File: config.mk
export PLATFORM = sky130hd
export DESIGN_NAME = fifo_write_back_buffer_cache_top
export DESIGN_NICKNAME = d
export VERILOG_FILES = /design/src/sv/fwbc_pkg.sv /design/src/sv/fifo_write_back_buffer_cache_top.sv
export SDC_FILE = /design/constraint.sdc
export NUM_CORES = 1
export LEC_CHECK = 0
export BUFFER_PORTS_ARGS = -buffer_cell sky130_fd_sc_hd__buf_2
export CORE_AREA = 2 2 321 291
export CTS_BUF_LIST = sky130_fd_sc_hd__clkbuf_8
export DETAILED_ROUTE_END_ITERATION = 10
export DIE_AREA = 0 0 323 293
export GPL_TIMING_DRIVEN = 0
export PLACE_DENSITY_LB_ADDON = 0.3
export SKIP_LAST_GASP = 1
export SYNTH_ARGS = -nofsm -noshare
export SYNTH_HDL_FRONTEND = slang
export SYNTH_SLANG_ARGS = --single-unit
File: constraint.sdc
create_clock -name clk -period 5.9 [get_ports clk]
set_input_delay 0.885 -clock clk [delete_from_list [all_inputs] [get_ports clk]]
set_output_delay 0.885 -clock clk [all_outputs]
set_load 0.05 [all_outputs]
File: src/sv/fwbc_pkg.sv
// Shared types and constants for the FIFO write-back sector cache.
// No dependencies; imported by the cache top, the checker and the testbench.
package fwbc_pkg;

  // Request action codes.
  typedef logic [1:0] action_t;
  localparam action_t ACT_READ   = 2'd0;
  localparam action_t ACT_WRITE  = 2'd1;
  localparam action_t ACT_MODIFY = 2'd2;
  localparam action_t ACT_FLUSH  = 2'd3;

  // Payload types.
  typedef logic [15:0]        sector_t;
  typedef logic signed [31:0] word_t;

  // Modify step values and the zero word.
  localparam word_t WORD_ZERO  = 32'sd0;
  localparam word_t WORD_PLUS  = 32'sd1;
  localparam word_t WORD_MINUS = -32'sd1;

  // Default number of cache slots.
  localparam int DEFAULT_SLOT_COUNT = 8;

endpackage

File: src/sv/fifo_write_back_buffer_cache_top.sv
// Fully associative write-back sector cache with FIFO replacement and bypass mode.
// Depends on fwbc_pkg for action codes and payload types.
//
//   channel   signals                               direction
//   --------  ------------------------------------  ---------
//   request   in_valid/in_ready, action..modify_down  in
//   result    out_valid/out_ready, hit..last_result   out
//   config    cfg_write_en, cfg_write_data            in
//
// A lookup reads and then compares one filled slot at a time (S_SCAN, S_CMP) for
// read, write and modify; a flush emits one result per filled slot.
// One adder steps the modified value on both a hit and a fill; one comparator checks each scanned slot.
// Reset clears the mode, fill count, FIFO pointer and dirty bits; no clearing pass.
// Results wait in an output register; a stalled output holds the sequencer only
// at the step that emits a result, and a new request is taken while one waits.
module fifo_write_back_buffer_cache_top #(
  parameter int SLOT_COUNT = fwbc_pkg::DEFAULT_SLOT_COUNT
) (
  input  logic              clk,
  input  logic              rst,
  // Configuration
  input  logic              cfg_write_en,
  input  logic              cfg_write_data,
  // Request channel
  input  logic              in_valid,
  output logic              in_ready,
  input  fwbc_pkg::action_t action,
  input  fwbc_pkg::sector_t sector_address,
  input  fwbc_pkg::word_t   disk_data,
  input  logic              modify_down,
  // Result channel
  output logic              out_valid,
  input  logic              out_ready,
  output logic              hit,
  output logic              disk_read,
  output logic              write_valid,
  output fwbc_pkg::sector_t write_address,
  output fwbc_pkg::word_t   write_value,
  output logic              last_result
);
  import fwbc_pkg::*;

  localparam int IDX_W = (SLOT_COUNT > 1) ? $clog2(SLOT_COUNT) : 1;
  localparam int CNT_W = $clog2(SLOT_COUNT + 1);
  localparam logic [CNT_W-1:0] FULL_COUNT = CNT_W'(SLOT_COUNT);
  localparam logic [IDX_W-1:0] LAST_IDX   = IDX_W'(SLOT_COUNT - 1);

  // Sequencer states.
  localparam logic [2:0] S_IDLE      = 3'd0;
  localparam logic [2:0] S_SCAN      = 3'd1;
  localparam logic [2:0] S_CMP       = 3'd2;
  localparam logic [2:0] S_MISS      = 3'd3;
  localparam logic [2:0] S_FILL      = 3'd4;
  localparam logic [2:0] S_EMIT      = 3'd5;
  localparam logic [2:0] S_FLUSH     = 3'd6;
  localparam logic [2:0] S_FLUSH_OUT = 3'd7;

  logic [2:0] state;

  // Latched request.
  action_t req_action;
  sector_t req_addr;
  word_t   req_data;
  logic    req_down;

  // Cache state.
  logic                  cache_mode;
  logic [CNT_W-1:0]      filled;
  logic [IDX_W-1:0]      oldest;
  logic [SLOT_COUNT-1:0] dirty;
  logic [CNT_W-1:0]      scan;
  logic                  evict;

  // Slot memories and their registered read data.
  sector_t slot_address_mem [SLOT_COUNT];
  word_t   slot_value_mem   [SLOT_COUNT];
  sector_t rd_addr;
  word_t   rd_value;

  // Staged single result.
  logic    res_hit;
  logic    res_disk_read;
  logic    res_write_valid;
  sector_t res_write_address;
  word_t   res_write_value;

  // Combinational control.
  logic             out_free;
  logic             emit;
  logic [IDX_W-1:0] scan_idx;
  logic [IDX_W-1:0] victim;
  logic [IDX_W-1:0] mem_ridx;
  logic             mem_we;
  sector_t          mem_waddr;
  word_t            mem_wvalue;
  word_t            add_base;
  word_t            add_result;
  logic             match;
  logic             wb_hit;
  logic             flush_last;

  assign in_ready   = (state == S_IDLE);
  assign out_free   = !out_valid || out_ready;
  assign scan_idx   = scan[IDX_W-1:0];
  assign victim     = (filled == FULL_COUNT) ? oldest : filled[IDX_W-1:0];
  assign mem_ridx   = (state == S_MISS) ? victim : scan_idx;
  assign match      = (rd_addr == req_addr);
  assign wb_hit     = (req_action == ACT_WRITE) && dirty[scan_idx];
  assign flush_last = ((scan + CNT_W'(1)) == filled);

  // A result is loaded into the output register in this cycle.
  assign emit = out_free && ((state == S_EMIT) || (state == S_FLUSH_OUT) ||
                             (state == S_FLUSH && filled == '0));

  // Shared increment/decrement unit for modify.
  assign add_base   = (state == S_CMP) ? rd_value : req_data;
  assign add_result = add_base + (req_down ? WORD_MINUS : WORD_PLUS);

  // Memory write: modify hit updates the value, a fill writes the whole slot.
  always_comb begin
    mem_we     = 1'b0;
    mem_waddr  = req_addr;
    mem_wvalue = req_data;
    if (state == S_CMP && match && req_action == ACT_MODIFY) begin
      mem_we     = 1'b1;
      mem_wvalue = add_result;
    end else if (state == S_FILL) begin
      mem_we = 1'b1;
      if (req_action == ACT_MODIFY) begin
        mem_wvalue = add_result;
      end
    end
  end

  // Slot memories, one write and one registered read per cycle.
  always_ff @(posedge clk) begin
    if (mem_we) begin
      slot_address_mem[scan_idx] <= mem_waddr;
      slot_value_mem[scan_idx]   <= mem_wvalue;
    end
    rd_addr  <= slot_address_mem[mem_ridx];
    rd_value <= slot_value_mem[mem_ridx];
  end

  // Configuration register.
  always_ff @(posedge clk) begin
    if (rst) begin
      cache_mode <= 1'b0;
    end else if (cfg_write_en) begin
      cache_mode <= cfg_write_data;
    end
  end

  // Sequencer, cache bookkeeping and result registers.
  always_ff @(posedge clk) begin
    if (rst) begin
      state     <= S_IDLE;
      filled    <= '0;
      oldest    <= '0;
      dirty     <= '0;
      scan      <= '0;
      out_valid <= 1'b0;
    end else begin
      if (emit) begin
        out_valid <= 1'b1;
      end else if (out_ready) begin
        out_valid <= 1'b0;
      end
      unique case (state)
        S_IDLE: begin
          if (in_valid) begin
            req_action <= action;
            req_addr   <= sector_address;
            req_data   <= disk_data;
            req_down   <= modify_down;
            scan       <= '0;
            if (action == ACT_FLUSH) begin
              state <= S_FLUSH;
            end else if (cache_mode) begin
              // Bypass: reads fetch, writes and modifies write zero.
              res_hit           <= 1'b0;
              res_disk_read     <= (action == ACT_READ);
              res_write_valid   <= (action != ACT_READ);
              res_write_address <= (action == ACT_READ) ? '0 : sector_address;
              res_write_value   <= WORD_ZERO;
              state             <= S_EMIT;
            end else begin
              state <= S_SCAN;
            end
          end
        end
        S_SCAN: begin
          // The read of slot scan is issued here; compare next cycle.
          state <= (scan == filled) ? S_MISS : S_CMP;
        end
        S_CMP: begin
          if (match) begin
            // Only a write hit on a dirty slot goes to the disk.
            res_hit           <= 1'b1;
            res_disk_read     <= 1'b0;
            res_write_valid   <= wb_hit;
            res_write_address <= wb_hit ? req_addr : '0;
            res_write_value   <= wb_hit ? rd_value : WORD_ZERO;
            if (req_action == ACT_MODIFY) begin
              dirty[scan_idx] <= 1'b1;
            end
            state <= S_EMIT;
          end else begin
            scan  <= scan + CNT_W'(1);
            state <= S_SCAN;
          end
        end
        S_MISS: begin
          if (req_action == ACT_WRITE) begin
            res_hit           <= 1'b0;
            res_disk_read     <= 1'b0;
            res_write_valid   <= 1'b0;
            res_write_address <= '0;
            res_write_value   <= WORD_ZERO;
            state             <= S_EMIT;
          end else begin
            // Pick the fill slot; the victim is read for a possible write-back.
            scan <= CNT_W'(victim);
            if (filled == FULL_COUNT) begin
              evict  <= dirty[victim];
              oldest <= (oldest == LAST_IDX) ? '0 : oldest + IDX_W'(1);
            end else begin
              evict  <= 1'b0;
              filled <= filled + CNT_W'(1);
            end
            state <= S_FILL;
          end
        end
        S_FILL: begin
          dirty[scan_idx]   <= (req_action == ACT_MODIFY);
          res_hit           <= 1'b0;
          res_disk_read     <= 1'b1;
          res_write_valid   <= evict;
          res_write_address <= evict ? rd_addr : '0;
          res_write_value   <= evict ? rd_value : WORD_ZERO;
          state             <= S_EMIT;
        end
        S_EMIT: begin
          if (out_free) begin
            hit           <= res_hit;
            disk_read     <= res_disk_read;
            write_valid   <= res_write_valid;
            write_address <= res_write_address;
            write_value   <= res_write_value;
            last_result   <= 1'b1;
            state         <= S_IDLE;
          end
        end
        S_FLUSH: begin
          if (filled == '0) begin
            // Empty cache gives a single empty result.
            if (out_free) begin
              hit           <= 1'b0;
              disk_read     <= 1'b0;
              write_valid   <= 1'b0;
              write_address <= '0;
              write_value   <= WORD_ZERO;
              last_result   <= 1'b1;
              oldest        <= '0;
              state         <= S_IDLE;
            end
          end else begin
            state <= S_FLUSH_OUT;
          end
        end
        S_FLUSH_OUT: begin
          if (out_free) begin
            hit             <= 1'b0;
            disk_read       <= 1'b0;
            write_valid     <= dirty[scan_idx];
            write_address   <= dirty[scan_idx] ? rd_addr : '0;
            write_value     <= dirty[scan_idx] ? rd_value : WORD_ZERO;
            last_result     <= flush_last;
            dirty[scan_idx] <= 1'b0;
            if (flush_last) begin
              filled <= '0;
              oldest <= '0;
              state  <= S_IDLE;
            end else begin
              scan  <= scan + CNT_W'(1);
              state <= S_FLUSH;
            end
          end
        end
        default: state <= S_IDLE;
      endcase
    end
  end

endmodule

==> summary.txt <==
Logic synthesis
  • Post-synth EDFFs: approximately 540
  • Mapped Avg Cell Area: ~16 um2
  • Cell area after synthesis: between 20000 and 30000 um2
  • Syn_nets: around 1700
  • Synth top area cells: edfxtp_1 64%, mux4_2 8.9%, dfxtp_1 5.7%
  • Count leader, synth: edfxtp_1
  • Register area share after synthesis: 0.696
  • Yosys warning count: 0
  • Area leader, netlist: edfxtp_1
  • Post-synthesis async set-or-reset flop share: 0
  • Synth Register Bits: between 600 and 700
  • Synth top cells by count: 539 x edfxtp_1, 155 x nand2_1, 100 x mux4_2
  • Synth Instances: ~1600
  • Proportion of netlist area held by the largest area contributor: 0.639
  • Post-synth cell types: 69
  • Synth Flop Type: edfxtp_1

Critical path
  • CP top delay family: compound AO/OA/AOI/OAI gates
  • Crit end category: register
  • CP max stage cell: clkbuf_1
  • CP max FO: 11
  • WP data required: ~6.3 ns
  • Worst Reg-to-Reg Cells: 16
  • Largest stage delay on the critical path: approximately 0.74 ns
  • Reg2Reg Setup Slack: approximately 0.46 ns
  • Cell Chain, Critical Path: clkbuf_2 > or3b_4 > clkinv_1 > clkbuf_1 > nand2_1 > nand2_1 > ha_1 > nor2b_1 > o2111ai_1 > a21oi_1 > o21ai_0 > a21oi_1 > o41a_1 > o211a_1 > o21a_1 > o31ai_2
  • Crit path kind: register to register
  • Crit path buf inv count: 3
  • Crit path launch type: register
  • Critical Path AT: approximately 5.8 ns
  • RR Endpoint: slot_value_mem[6][30]$_DFFE_PP_
  • Worst reg2reg startpoint: state[0]$_SDFFE_PP0P_

Timing
  • Fin. max-slew vios: 0
  • Hold slack: roughly 0.36 ns
  • Fin crit share: 0.923
  • Slew headroom: 0.0586
  • Fmax: 0.184 GHz
  • Tightest Pin Transition: 1.39 ns
  • RSZ-0062 raised after global routing: no
  • Worst Clk Skew: 0.0454 ns
  • Hold Fails Final Rpt: 0
  • Final setup margin: roughly 0.46 ns
  • Tmin final: roughly 5.4 ns
  • Setup violations, final: 0

Route
  • Final ANT Viol Nets: 0
  • Vias: 15100
  • DR vias/cell: ~4.8
  • Detailed Route Iter0 Violations: 1499
  • Total iterations of the first detailed-routing run: 5
  • WL/cell: about 22 um
  • Routed wire length: roughly 70000 um
  • Residual DRC: 0

Die
  • Chip Width: 323 um
  • Die Area: roughly 95000 um2
  • Ports: 111
  • Chip Height: 293 um
  • Initial Util: 0.279
  • Core Area: 90900 um2
  • # rows: ~110

Place
  • Area post-placement: 28100 um2
  • Post-Place Cells: between 2000 and 3000
  • Hpwl dp: ~48000 um
  • GPL Wtd Cong: 0.877
  • Pre-CTS WS: -0.351 ns
  • Count of input and output buffers: between 100 and 150

GRT
  • Vias in the first global route: between 15000 and 20000
  • First-pass GRT wire length: 102000 um
  • Initial antenna violation count: 1
  • GRT Total Usage: 0.148
  • Grt total ovfl: 0
  • Largest net degree at the start of global routing: 24

Pwr
  • P_leak: around 10 nW
  • Power per standard cell area: roughly 450 nW/um2
  • Peak supply drop: about 0.20 mV

Layout
  • Ant diodes: 0
  • Layout cell share with drive strength beyond 1: 0.240
  • Finished Cell Area: 29900 um2
  • Cell Count, Final, Fillers Out: around 3100
  • Final core utilization: 0.329
  • Synthesis-to-layout area growth: 18.2%
  • Nets: 1922

Clock tree
  • Cts bufs inserted: 95
  • Clock root cell: clkbuf_8
  • CTS Sinks: 611
  • # hold bufs at CTS: 0
  • Clock Path Buffers: 3
  • CTS H-tree lvls: 3
  • CTS tree: built
  • CTS clk-pin slew, worst paths: approximately 0.060 ns
  • Clk Latency, worst-skew pair: between 0.7 and 0.8 ns

Min path
  • Hold Path Sink: req_data[24]$_DFFE_PP_
  • Hold depth: 1
  • Min-Delay Path Class: input pin to register
  • HP Start: disk_data[24]

Flow run
  • Max_cap viols: 0

Run status
  • Status: finished, final reports clean
[power breakdown]
group	total [mW]	switching (mW)	internal (mW)
Clock	3.47	1.66	1.80
Combinational	4.18	2.48	1.70
Sequential	5.80	0.350	5.45
Total	13.4	4.49	8.95
[stage by stage]
stage | TNS [ns] | total power [mW]
2_1_floorplan | 0 | 8.67
3_3_place_gp | -1382.72 | 9.94
3_5_place_dp | -6.78 | 10.1
4_1_cts | 0 | 13.6
5_1_grt | 0 | 14.1
6_report | 0 | 13.4
[registers in the layout (all words and copies together), names as in the netlist, 2 cells and up]
name	cells
dirty	8
slot_address_mem	128
req_action	2
rd_addr	16
res_write_value	32
slot_value_mem	256
oldest	3
rd_value	32
filled	4
res_write_address	16
req_data	32
mem_waddr	16
write_value	32
write_address	16
state	3
scan	4
[how the worst max path moves through the flow]
stage	start	to	slack [ns]	cells past startpoint
CTS	state[0]$_SDFFE_PP0P_	slot_value_mem[2][28]$_DFFE_PP_	0.27	16
finish	state[0]$_SDFFE_PP0P_	slot_value_mem[6][30]$_DFFE_PP_	0.46	16
global route	state[0]$_SDFFE_PP0P_	slot_value_mem[6][30]$_DFFE_PP_	0.16	16
floorplan	mem_waddr[9]$_DFFE_PP_	slot_address_mem[3][0]$_DFFE_PP_	0.28	8
global placement	mem_waddr[5]$_DFFE_PP_	slot_value_mem[3][10]$_DFFE_PP_	-5.31	8
detailed placement	state[1]$_SDFFE_PP0P_	slot_value_mem[1][30]$_DFFE_PP_	-0.35	17
[placed cells by master (no fill, tap or decap), drive strengths merged, types with 16 or more instances in the layout]
master and n:
edfxtp 539, clkbuf 161, buf 159, nand2 155, mux4 100, dfxtp 72
inv 70, nor2 70, a21oi 53, mux2 51, a22o 49, o21ai 49
and2 39, ha 38, clkinv 29, xor2 28, nor3 28, nand3 21
a21o 20, a222oi 16
[kinds of logic (layout without fill, tap and decap cells)]
logic type                 Yosys count  count (layout)  synth area share
adders and majority gates           39              39            0.0196
muxes                              157             157             0.114
buffers and inverters              111             430            0.0172
and+or+nand+nor                    369             369            0.0675
AOI/OAI and AO/OA                  259             259            0.0723
xor gates and xnor gates            40              40            0.0138
DFF                                611             611             0.696
[layout make-up]
type	count	area (um2)
Fill cell	8954	61000
Clock buffer	101	1390
Buffer	75	302
Tap cell	1230	1540
Multi-Input combinational cell	864	7380
Inverter	35	131
Clock inverter	75	452
Timing Repair Buffer	144	1120
Sequential cell	611	17600
[routing by layer]
metal  share of wire  up-vias  GRT usage
met5          0.0024        -     0.0129
met2            0.46      554      0.230
met1            0.45     7728      0.209
li1                -     6729          -
met4           0.025        2     0.0476
met3           0.062      117     0.0260
[what timing repair did]
action,4_1_cts,5_1_grt
gates resized for setup,2,1
setup buffers,0,0
endpoints found under the setup margin,24,8
No activity file was read; power rests on OpenSTA's default activity.
